**config.mk**
```make
export PLATFORM = sky130hd
export DESIGN_NAME = csma_ca_backoff_arbiter
export DESIGN_NICKNAME = d
export VERILOG_FILES = /design/src/rtl/csma_pkg.sv /design/src/rtl/csma_ctrl.sv /design/src/rtl/csma_dp.sv /design/src/rtl/csma_ca_backoff_arbiter.sv
export SDC_FILE = /design/constraint.sdc
export NUM_CORES = 2
export LEC_CHECK = 0
export BUFFER_PORTS_ARGS = -buffer_cell sky130_fd_sc_hd__buf_2
export CAP_MARGIN = 30
export CORE_MARGIN = 5
export CORE_UTILIZATION = 30
export DETAILED_ROUTE_END_ITERATION = 10
export PLACE_DENSITY = 0.52
export SYNTH_ARGS = -nofsm -noshare
export SYNTH_HDL_FRONTEND = slang
export SYNTH_HIERARCHICAL = 1
export SYNTH_SLANG_ARGS = --single-unit
```
**constraint.sdc**
```tcl
create_clock -name clock -period 31.7 [get_ports clock]
set_input_delay 6.34 -clock clock [delete_from_list [all_inputs] [get_ports clock]]
set_output_delay 6.34 -clock clock [all_outputs]
set_load 0.005 [all_outputs]
```
**src/rtl/csma_pkg.sv**
```systemverilog
// shared types and constants for the csma/ca backoff arbiter
// no dependencies; used by csma_ctrl, csma_dp and the top level
package csma_pkg;

   localparam int CW_W        = 8;
   localparam int RATE_W      = 16;
   localparam int OVH_W       = 12;
   localparam int PAY_W       = 12;
   localparam int DRAWS_W     = 64;
   localparam int STA_W       = 3;
   localparam int AIR_W       = 13;
   localparam int STAT_W      = 32;
   localparam int MAX_STA     = 8;
   localparam int STEPS       = 13;
   localparam int STEP_W      = 4;
   localparam int CSR_ADDR_W  = 2;
   localparam int CSR_DATA_W  = 16;
   localparam int REQ_DATA_W  = 80;
   localparam int RSP_DATA_W  = 192;

   localparam logic [PAY_W:0]      MAX_PAYLOAD_MOD = 13'd2347;
   localparam logic [CW_W-1:0]     CW_RESET        = 8'd31;
   localparam logic [RATE_W-1:0]   RATE_RESET      = 16'd500;
   localparam logic [OVH_W-1:0]    OVH_RESET       = 12'(20*8 + 14*8 + 14*8);

   localparam logic [CSR_ADDR_W-1:0] CSR_CW   = 2'd0;
   localparam logic [CSR_ADDR_W-1:0] CSR_RATE = 2'd1;
   localparam logic [CSR_ADDR_W-1:0] CSR_OVH  = 2'd2;

   typedef enum logic [1:0] {
      ST_IDLE,
      ST_CALC,
      ST_FINISH
   } state_type;

   typedef struct packed {
      logic load;
      logic step;
      logic commit;
   } cmd_type;

   typedef struct packed {
      logic out_full;
   } sts_type;

endpackage

```
**src/rtl/csma_ctrl.sv**
```systemverilog
// sequencer for the csma/ca arbiter: load, divide steps, commit
// depends on csma_pkg
module csma_ctrl (
   input  logic               clock,
   input  logic               reset,
   input  logic               req_tvalid,
   output logic               req_tready,
   input  logic               rsp_tready,
   input  csma_pkg::sts_type  sts,
   output csma_pkg::cmd_type  cmd
);

   csma_pkg::state_type             state_ff, state_in;
   logic [csma_pkg::STEP_W-1:0]     step_ff, step_in;

   always_ff @(posedge clock) begin
      if (reset) begin
         state_ff <= csma_pkg::ST_IDLE;
         step_ff  <= '0;
      end else begin
         state_ff <= state_in;
         step_ff  <= step_in;
      end
   end

   always_comb begin
      state_in   = state_ff;
      step_in    = step_ff;
      cmd        = '0;
      req_tready = 1'b0;
      case (state_ff)
         csma_pkg::ST_IDLE: begin
            req_tready = 1'b1;
            if (req_tvalid) begin
               cmd.load = 1'b1;
               step_in  = '0;
               state_in = csma_pkg::ST_CALC;
            end
         end
         csma_pkg::ST_CALC: begin
            cmd.step = 1'b1;
            step_in  = step_ff + 1'b1;
            if (step_ff == csma_pkg::STEP_W'(csma_pkg::STEPS - 1)) begin
               state_in = csma_pkg::ST_FINISH;
            end
         end
         csma_pkg::ST_FINISH: begin
            // wait for room in the result register
            if (!sts.out_full || rsp_tready) begin
               cmd.commit = 1'b1;
               state_in   = csma_pkg::ST_IDLE;
            end
         end
         default: begin
            state_in = csma_pkg::ST_IDLE;
         end
      endcase
   end

endmodule

```
**src/rtl/csma_dp.sv**
```systemverilog
// datapath for the csma/ca arbiter: config, dividers, station state, stats
// depends on csma_pkg
module csma_dp #(
   parameter int STATIONS = 8
) (
   input  logic                                clock,
   input  logic                                reset,
   input  logic                                csr_we,
   input  logic [csma_pkg::CSR_ADDR_W-1:0]     csr_addr,
   input  logic [csma_pkg::CSR_DATA_W-1:0]     csr_wdata,
   input  logic [csma_pkg::REQ_DATA_W-1:0]     req_tdata,
   input  logic                                rsp_tready,
   output logic                                rsp_tvalid,
   output logic [csma_pkg::RSP_DATA_W-1:0]     rsp_tdata,
   input  csma_pkg::cmd_type                   cmd,
   output csma_pkg::sts_type                   sts
);

   localparam int AW = csma_pkg::AIR_W;
   localparam int RW = csma_pkg::RATE_W;
   localparam int CW = csma_pkg::CW_W;
   localparam int SW = csma_pkg::STAT_W;
   localparam int TW = csma_pkg::STA_W;

   logic [CW-1:0]                 cw_ff;
   logic [RW-1:0]                 rate_ff;
   logic [csma_pkg::OVH_W-1:0]    ovh_ff;

   logic [AW-1:0]                 total_ff;
   logic [AW-1:0]                 dq_ff, dq_in;
   logic [RW-1:0]                 dr_ff, dr_in;
   logic [AW-1:0]                 ld_ff [STATIONS];
   logic [CW-1:0]                 lr_ff [STATIONS];
   logic [AW-1:0]                 ld_in [STATIONS];
   logic [CW-1:0]                 lr_in [STATIONS];

   logic [CW-1:0]                 bo_ff [STATIONS];
   logic [CW-1:0]                 bo_in [STATIONS];
   logic [SW-1:0]                 pk_ff [STATIONS];
   logic [SW-1:0]                 pk_in [STATIONS];
   logic                          started_ff;
   logic                          busy_ff, busy_in;
   logic [TW-1:0]                 sender_ff, sender_in;
   logic [AW-1:0]                 ticks_ff, ticks_in;
   logic [SW-1:0]                 coll_tot_ff, coll_tot_in;
   logic [SW-1:0]                 bits_ff, bits_in;
   logic [SW-1:0]                 busy_tot_ff, busy_tot_in;
   logic [SW-1:0]                 pkts_ff, pkts_in;

   logic                          out_valid_ff, out_valid_in;
   logic [csma_pkg::RSP_DATA_W-1:0] out_data_ff, out_data_in;

   logic [csma_pkg::PAY_W-1:0]    pay_raw;
   logic [AW-1:0]                 pay_mod;
   logic [RW-1:0]                 rate_eff;
   logic [RW:0]                   dtrial;

   // config registers
   always_ff @(posedge clock) begin
      if (reset) begin
         cw_ff   <= csma_pkg::CW_RESET;
         rate_ff <= csma_pkg::RATE_RESET;
         ovh_ff  <= csma_pkg::OVH_RESET;
      end else if (csr_we) begin
         case (csr_addr)
            csma_pkg::CSR_CW:   cw_ff   <= csr_wdata[CW-1:0];
            csma_pkg::CSR_RATE: rate_ff <= csr_wdata;
            csma_pkg::CSR_OVH:  ovh_ff  <= csr_wdata[csma_pkg::OVH_W-1:0];
            default: ;
         endcase
      end
   end

   // payload reduction and airtime divider, one quotient bit per step
   assign pay_raw  = req_tdata[csma_pkg::PAY_W-1:0];
   assign pay_mod  = ({1'b0, pay_raw} >= csma_pkg::MAX_PAYLOAD_MOD) ?
                     ({1'b0, pay_raw} - csma_pkg::MAX_PAYLOAD_MOD) : {1'b0, pay_raw};
   assign rate_eff = (rate_ff == '0) ? RW'(1) : rate_ff;
   assign dtrial   = {dr_ff, dq_ff[AW-1]};

   always_comb begin
      dq_in = dq_ff;
      dr_in = dr_ff;
      if (cmd.load) begin
         dq_in = pay_mod + AW'(ovh_ff);
         dr_in = '0;
      end else if (cmd.step) begin
         if (dtrial >= {1'b0, rate_eff}) begin
            dr_in = RW'(dtrial - {1'b0, rate_eff});
            dq_in = {dq_ff[AW-2:0], 1'b1};
         end else begin
            dr_in = dtrial[RW-1:0];
            dq_in = {dq_ff[AW-2:0], 1'b0};
         end
      end
   end

   // one remainder lane per station for the backoff redraw
   always_comb begin
      logic [CW:0] t;
      for (int i = 0; i < STATIONS; i++) begin
         t = '0;
         ld_in[i] = ld_ff[i];
         lr_in[i] = lr_ff[i];
         if (cmd.load) begin
            ld_in[i] = AW'(req_tdata[csma_pkg::PAY_W + 8*i +: 8]);
            lr_in[i] = '0;
         end else if (cmd.step) begin
            t        = {lr_ff[i], ld_ff[i][AW-1]};
            ld_in[i] = {ld_ff[i][AW-2:0], 1'b0};
            lr_in[i] = (t >= {1'b0, cw_ff}) ? CW'(t - {1'b0, cw_ff}) : t[CW-1:0];
         end
      end
   end

   always_ff @(posedge clock) begin
      if (cmd.load) begin
         total_ff <= pay_mod + AW'(ovh_ff);
      end
      dq_ff <= dq_in;
      dr_ff <= dr_in;
      for (int i = 0; i < STATIONS; i++) begin
         ld_ff[i] <= ld_in[i];
         lr_ff[i] <= lr_in[i];
      end
   end

   // tick evaluation from the finished division results
   logic [CW-1:0]        redraw [STATIONS];
   logic [CW-1:0]        cur    [STATIONS];
   logic [CW-1:0]        dec    [STATIONS];
   logic [STATIONS-1:0]  req;
   logic [TW-1:0]        req_sta;
   logic [TW:0]          req_cnt;
   logic                 win, coll, defer, done;
   logic                 busy_a;
   logic [TW-1:0]        sender_a;
   logic [AW-1:0]        air, air_a, ticks_b;
   logic [SW:0]          bits_sum;
   logic [SW-1:0]        win_pkts;

   always_comb begin
      for (int i = 0; i < STATIONS; i++) begin
         redraw[i] = (cw_ff == '0) ? CW'(1) : lr_ff[i] + 1'b1;
         cur[i]    = started_ff ? bo_ff[i] : redraw[i];
         if (busy_ff && sender_ff == TW'(i)) begin
            dec[i] = cur[i];
            req[i] = 1'b0;
         end else begin
            dec[i] = (cur[i] != '0) ? cur[i] - 1'b1 : cur[i];
            req[i] = (dec[i] == '0);
         end
      end
      req_sta = '0;
      for (int i = 0; i < STATIONS; i++) begin
         if (req[i]) req_sta = TW'(i);
      end
      req_cnt = (TW+1)'($countones(req));
      win     = !busy_ff && req_cnt == (TW+1)'(1);
      coll    = !busy_ff && req_cnt > (TW+1)'(1);
      defer   = busy_ff && req_cnt != '0;

      air = dq_ff + AW'(dr_ff != '0);
      if (air == '0) air = AW'(1);

      busy_a   = busy_ff | win;
      sender_a = win ? req_sta : sender_ff;
      air_a    = win ? air : ticks_ff;

      for (int i = 0; i < STATIONS; i++) begin
         bo_in[i] = ((coll || defer) && req[i]) ? redraw[i] : dec[i];
         pk_in[i] = pk_ff[i];
      end

      bits_sum    = {1'b0, bits_ff} + (SW+1)'(total_ff);
      bits_in     = bits_ff;
      pkts_in     = pkts_ff;
      coll_tot_in = coll_tot_ff;
      busy_tot_in = busy_tot_ff;
      win_pkts    = '0;
      if (win) begin
         bits_in = bits_sum[SW] ? '1 : bits_sum[SW-1:0];
         pkts_in = (pkts_ff == '1) ? pkts_ff : pkts_ff + 1'b1;
         for (int i = 0; i < STATIONS; i++) begin
            if (req_sta == TW'(i)) begin
               pk_in[i] = (pk_ff[i] == '1) ? pk_ff[i] : pk_ff[i] + 1'b1;
               win_pkts = pk_in[i];
            end
         end
      end
      if (coll) begin
         coll_tot_in = (coll_tot_ff == '1) ? coll_tot_ff : coll_tot_ff + 1'b1;
      end

      busy_in   = busy_a;
      sender_in = sender_a;
      ticks_b   = air_a;
      done      = 1'b0;
      if (busy_a) begin
         busy_tot_in = (busy_tot_ff == '1) ? busy_tot_ff : busy_tot_ff + 1'b1;
         ticks_b     = (air_a != '0) ? air_a - 1'b1 : air_a;
         if (ticks_b == '0) begin
            busy_in = 1'b0;
            done    = 1'b1;
            for (int i = 0; i < STATIONS; i++) begin
               if (sender_a == TW'(i)) bo_in[i] = redraw[i];
            end
         end
      end
      ticks_in = ticks_b;

      out_data_in = {4'b0, win_pkts, pkts_in, busy_tot_in, bits_in, coll_tot_in,
                     done, ticks_in, busy_in,
                     8'(req & {STATIONS{defer}}),
                     coll, win ? req_sta : TW'(0), win};
   end

   always_ff @(posedge clock) begin
      if (reset) begin
         started_ff  <= 1'b0;
         busy_ff     <= 1'b0;
         sender_ff   <= '0;
         ticks_ff    <= '0;
         coll_tot_ff <= '0;
         bits_ff     <= '0;
         busy_tot_ff <= '0;
         pkts_ff     <= '0;
         for (int i = 0; i < STATIONS; i++) begin
            bo_ff[i] <= '0;
            pk_ff[i] <= '0;
         end
      end else if (cmd.commit) begin
         started_ff  <= 1'b1;
         busy_ff     <= busy_in;
         sender_ff   <= sender_in;
         ticks_ff    <= ticks_in;
         coll_tot_ff <= coll_tot_in;
         bits_ff     <= bits_in;
         busy_tot_ff <= busy_tot_in;
         pkts_ff     <= pkts_in;
         for (int i = 0; i < STATIONS; i++) begin
            bo_ff[i] <= bo_in[i];
            pk_ff[i] <= pk_in[i];
         end
      end
   end

   // result register
   always_comb begin
      out_valid_in = out_valid_ff;
      if (cmd.commit) out_valid_in = 1'b1;
      else if (rsp_tready) out_valid_in = 1'b0;
   end

   always_ff @(posedge clock) begin
      if (reset) out_valid_ff <= 1'b0;
      else       out_valid_ff <= out_valid_in;
      if (cmd.commit) out_data_ff <= out_data_in;
   end

   assign rsp_tvalid   = out_valid_ff;
   assign rsp_tdata    = out_data_ff;
   assign sts.out_full = out_valid_ff;

   a_busy_has_airtime: assert property (@(posedge clock) disable iff (reset)
      busy_ff == (ticks_ff != '0))
      else $error("busy flag and airtime disagree");

   a_win_xor_coll: assert property (@(posedge clock) disable iff (reset)
      rsp_tvalid |-> !(rsp_tdata[0] && rsp_tdata[4]))
      else $error("winner and collision in the same tick");

   a_defer_when_busy: assert property (@(posedge clock) disable iff (reset)
      cmd.commit && busy_ff |=> !out_data_ff[0] && !out_data_ff[4])
      else $error("contention resolved on a busy medium");

endmodule

```
**src/rtl/csma_ca_backoff_arbiter.sv**
```systemverilog
// top level of the csma/ca random backoff arbiter
// depends on csma_pkg, csma_ctrl and csma_dp
// flow: accept, 13 divide steps, then commit into the registered result (rsp_tvalid)
// a new tick is accepted only once the previous one has committed, as the divide is shared
// a pending result in the output register does not stop the next divide
// reset: synchronous, active high; clears station state, stats and config to defaults
module csma_ca_backoff_arbiter #(
   parameter int STATIONS = 8
) (
   input  logic                                clock,
   input  logic                                reset,
   // config write port
   input  logic                                csr_we,
   input  logic [csma_pkg::CSR_ADDR_W-1:0]     csr_addr,
   input  logic [csma_pkg::CSR_DATA_W-1:0]     csr_wdata,
   // tick transaction in
   input  logic                                req_tvalid,
   output logic                                req_tready,
   // packet_draw[11:0], backoff_draws[75:12], zero pad[79:76]
   input  logic [csma_pkg::REQ_DATA_W-1:0]     req_tdata,
   // result transaction out
   output logic                                rsp_tvalid,
   input  logic                                rsp_tready,
   // winner_valid[0], winner_station[3:1], collision[4], deferred_mask[12:5],
   // medium_busy[13], airtime_left[26:14], transmission_done[27],
   // collision_total[59:28], bits_total[91:60], busy_ticks_total[123:92],
   // packets_total[155:124], winner_packets[187:156], zero pad[191:188]
   output logic [csma_pkg::RSP_DATA_W-1:0]     rsp_tdata
);

   csma_pkg::cmd_type cmd;
   csma_pkg::sts_type sts;

   // sequencer
   csma_ctrl u_ctrl (
      .clock      (clock),
      .reset      (reset),
      .req_tvalid (req_tvalid),
      .req_tready (req_tready),
      .rsp_tready (rsp_tready),
      .sts        (sts),
      .cmd        (cmd)
   );

   // dividers, per-station backoff and statistics
   csma_dp #(
      .STATIONS (STATIONS)
   ) u_dp (
      .clock      (clock),
      .reset      (reset),
      .csr_we     (csr_we),
      .csr_addr   (csr_addr),
      .csr_wdata  (csr_wdata),
      .req_tdata  (req_tdata),
      .rsp_tready (rsp_tready),
      .rsp_tvalid (rsp_tvalid),
      .rsp_tdata  (rsp_tdata),
      .cmd        (cmd),
      .sts        (sts)
   );

endmodule
```
# Word-level counts from Yosys, hierarchy flattened
# Memory sizes are Yosys's and may differ from the RTL's.
# Cells that the tools add are included.
[op_classes]
n_lt_le_gt_ge = 11
n_eq_ne = 41
addsub = 49
n_mux = 187
reduce_logical = 59
n_bitwise = 18
[ops]
columns = ["cell", "n"]
rows = [
  ["$mux 32", 40],
  ["$mux 8", 80],
  ["$add 32x1->32 const B", 11],
  ["$eq 32x32->1 const B", 11],
  ["$mux 13", 23],
  ["$mux 256", 1],
  ["$mux 64", 2],
  ["$ge 9x8->1", 8],
  ["$logic_not 8->1", 9],
  ["$add 8x1->8 const B", 8],
  ["$reduce_bool 8->1", 8],
  ["$sub 8x1->8 const B", 8],
  ["$sub 8x8->8", 8],
  ["$eq 3x3->1 const B", 12],
  ["$add 32x13->33", 1],
  ["$mux 16", 2],
  ["$logic_not 13->1", 2],
  ["$mux 1", 26],
  ["$logic_and 1x1->1", 19],
  ["$eq 3x2->1 const B", 6],
  ["$ge 17x16->1", 1],
  ["$or 1x1->1", 17],
  ["$logic_not 16->1", 1],
  ["$reduce_bool 16->1", 1],
  ["other kinds (32)", 60],
]
[totals]
in_bits = 103
memories = 4
out_inout_bits = 194
elab_cells = 389
ram_bits = 488
ff_bits = 419
[mem_list]
columns = ["name", "depth", "width", "read_ports", "rd_ports_with_merged_regs", "write_ports", "line", "rtl"]
rows = [
  ["u_dp.pk_ff", 8, 32, 8, 0, 8, "csma_dp.sv:39", "logic [SW-1:0] pk_ff [STATIONS];"],
  ["u_dp.ld_ff", 8, 13, 8, 0, 8, "csma_dp.sv:32", "logic [AW-1:0] ld_ff [STATIONS];"],
  ["u_dp.bo_ff", 8, 8, 8, 0, 8, "csma_dp.sv:37", "logic [CW-1:0] bo_ff [STATIONS];"],
  ["u_dp.lr_ff", 8, 8, 8, 0, 8, "csma_dp.sv:33", "logic [CW-1:0] lr_ff [STATIONS];"],
]

# Logic depth before layout (Yosys ltp)
# An unclocked memory read counts as a cell.
[logic_depth]
word_depth = 24
mapped_depth = 43
depth_no_buf = 34

# Hierarchy
# The synthesis kept the hierarchy.
[by_module_without_submodules]
columns = ["mod", "seq_area_each_um2", "cells_each", "instances", "area_per_inst_um2"]
rows = [
  ["csma_dp", 24023.0, 5500, 1, 52446.6],
  ["csma_ctrl", 120.1, 36, 1, 325.3],
]

# Worst setup path before layout
# No wires, ideal clock.
[synth_path]
path_type = "input port to flip-flop"
startpoint = "in rsp_tready"
endpoint = "mem u_dp/pk_ff[0][0] (netlist bit), enable pin"
t_required_ps = 31234
cell_stages = 7
n_path_buf = 1
slack_ps = 6844
setup_ps = 466
arrival_time_ps = 24391
path_cell_list = "nor2b_1 nor3b_1 inv_1 clkbuf_1 nor2_1 nand2_1 o21ai_0"
[synth_rtl]
columns = ["item", "line", "rtl"]
rows = [
  ["start: declaration", "csma_ca_backoff_arbiter.sv:23", "input logic rsp_tready,"],
  ["end: declaration", "csma_dp.sv:39", ""],
]

==> flow_metrics.tcl <==
set metrics [dict create \
    status "finished, final reports clean" \
    netlist_area_mm2 0.05277 \
    synthToLayoutAreaGrowth_pct 14.63 \
    synth.distinct_cells 108 \
    grt_max_degree 193 \
    syn_inst 5536 \
    dr.pass1.iters 5 \
    gp_congestion 0.8862 \
    via_per_inst 5.166 \
    cts_resized 0 \
    fin_ws_ns 19.96 \
    cts_inserted_buffers 108 \
    hold_violations 0 \
    worst_slew_pin_slew_ns 1.086 \
    clock_skew_ns 0.07545 \
    crit_type "flip-flop to flip-flop" \
    postCtsSetupBuffers 0 \
    crit_fanout 57 \
    fp.coreArea_mm2 0.1755 \
    max_freq_mhz 85.17 \
    seq_area_frac_synth_pct 45.75 \
    setup_violations 0 \
    cp-end-kind "flip-flop" \
    synthTopCellsByArea "edfxtp_1 (34%), dfxtp_1 (12%), nor2_1 (5.5%)" \
    cts_tree "done" \
    layout_min_cycle_time_ns 11.74 \
    clockBufferDepth 3 \
    rsz0062_at_grt "no" \
    track_usage_pct 16.83 \
    relSlewSlack_pct 27.60 \
    worstPathArrival_ns 12.21 \
    multiInputGateArea_mm2 0.02724 \
    detail-route-antenna-nets 0 \
    place_ws_ns 20.00 \
    regArea_mm2 0.02415 \
    fin_crit_sh_pct 37.04 \
    routed_wl_um 161900 \
    cpMaxStageDelayCell "fa_1" \
    grt_pass1_vias 39820 \
    hold_path.class "flip-flop to flip-flop" \
    die_h_um 429.4 \
    syn_avg_cell_area_um2 9.532 \
    overflow 0 \
    tns_ns 0 \
    boundaryPins 297 \
    yosysMostFrequentCell "nor2_1" \
    maxCapViolCount 0 \
    drive_above_1_share_pct 11.33 \
    hold_buffers 0 \
    required_ns 32.17 \
    drc 0 \
    yosysTopAreaCell "edfxtp_1" \
    antenna_found_initial 7 \
    cpPeakStageDelay_ns 0.79 \
    clock-sinks 907 \
    clk_pin_slew_ns 0.06 \
    async_reset_ff_share_pct 0 \
    initial_utilization_pct 30.06 \
    whs_ns 0.4534 \
    die_w_um 429.4 \
    dieArea_mm2 0.1844 \
    fill_cells 17860 \
    rows 154 \
    grt_first_pass_wirelength_um 244300 \
    dp_hpwl_um 115500 \
    synthTopCellsByCount "nor2_1 (768), edfxtp_1 (598), nand2_1 (577)" \
    first_iter_violations 3264 \
    crit_path_start_kind "flip-flop" \
    synth_top_area_share_pct 34.03 \
    ys_warn_count 6 \
    ys_seq_elements 907 \
    wire_per_inst_um 19.77 \
    vias 42320 \
    dp_cells 7985 \
    cts_max_level 3 \
    clock-root-buffer "clkbuf_16" \
    clock_latency_ns 0.78 \
    synth_edf_count 598 \
    finalNonFillerCells 8192 \
    synth_ff_type "edfxtp_1" \
    nNetsFinal 6018 \
    drv_slew 0 \
    numPortBuffers 288 \
]
-- flip-flops by register name, indices dropped and copies added, names as in the netlist, 2 cells and up --
name / count
u_dp/sender_ff: 3
u_ctrl/step_ff: 4
u_dp/ovh_ff: 12
u_dp/rate_ff: 16
u_dp/bits_ff: 32
u_dp/pk_ff: 256
u_dp/total_ff: 13
u_dp/dr_ff: 16
u_dp/lr_ff: 64
u_dp/ticks_ff: 13
u_dp/dq_ff: 13
u_dp/coll_tot_ff: 32
u_dp/pkts_ff: 32
u_dp/bo_ff: 64
u_dp/cw_ff: 8
u_dp/busy_tot_ff: 32
u_dp/ld_ff: 104
u_ctrl/state_ff: 2
u_dp/rsp_tdata: 188
-- cell type report --
type / count / area share [%]
Inverter: 133 / 0.8274
Clock inverter: 59 / 1.098
Multi-Input combinational cell: 4242 / 45.03
Tap cell: 2340 / 4.840
Sequential cell: 907 / 39.92
Antenna cell: 1 / 0.004137
Clock buffer: 145 / 4.813
Timing Repair Buffer: 365 / 3.469
-- worst paths after layout --
check,from,end,slack [ns],depth (start not counted)
max,u_dp/started_ff$_SDFFE_PP0P_,u_dp/bo_ff[0][23]$_SDFFCE_PN0P_,19.96,34
max reg2reg,u_dp/started_ff$_SDFFE_PP0P_,u_dp/bo_ff[0][23]$_SDFFCE_PN0P_,19.96,34
min,u_dp/rate_ff[0]$_SDFFE_PP0P_,u_dp/rate_ff[0]$_SDFFE_PP0P_,0.45,2
min reg2reg,u_dp/rate_ff[0]$_SDFFE_PP0P_,u_dp/rate_ff[0]$_SDFFE_PP0P_,0.45,2
-- through the flow --
step / utilization, % / instance area (um2)
floorplan: - / 52780
global placement: 32.35 / 56790
detailed placement: 32.40 / 56880
CTS: 34.44 / 60450
global route: 34.46 / 60490
finish: 34.46 / 60490
-- cells by family (layout without fill, tap and decap cells) --
logic type / Yosys count / count (layout) / share of synthesized area [%]
adders and majority gates: 158 / 158 / 3.960
AOI/OAI and AO/OA: 979 / 979 / 12.79
buffers and inverters: 390 / 702 / 2.881
and+or+nand+nor: 2281 / 2281 / 20.35
muxes: 221 / 221 / 4.325
other: 1 / 5 / 0.007106
DFF: 907 / 907 / 45.75
xor gates and xnor gates: 599 / 599 / 9.941
-- cells in the final DEF (no fill, tap or decap), drive strengths merged, types with 93 or more instances in the layout --
master	netlist	routed
edfxtp	598	598
clkbuf	205	146
dfxtp	309	309
a22o	96	96
and3	93	93
o21ai	218	218
nor3	100	100
nor2	770	770
nand3	270	270
buf	52	364
xor2	326	326
a21oi	222	222
inv	130	138
xnor2	273	273
nand4	118	118
ha	143	143
mux2i	168	168
nand2	578	578
-- routing by layer --
metal	track usage [%]	up-vias	routed length, um
met5	0	-	27
li1	-	20420	-
met4	5.236	4	5122
met2	27.40	1223	74120
met3	2.637	240	8937
met1	22.99	20430	73730
-- worst max-delay path, delay by kind of cell (launching register included) --
family,cells,cell delay [ns]
buffers and inverters,10,3.14
and+or+nand+nor,9,1.90
adders and majority gates,6,2.66
muxes,2,0.84
AOI/OAI and AO/OA,7,1.97
DFF,1,0.78
Power is left out: the tool's default activity adds up to more than one toggle a clock period on the data nets, which glitch-free logic cannot reach.
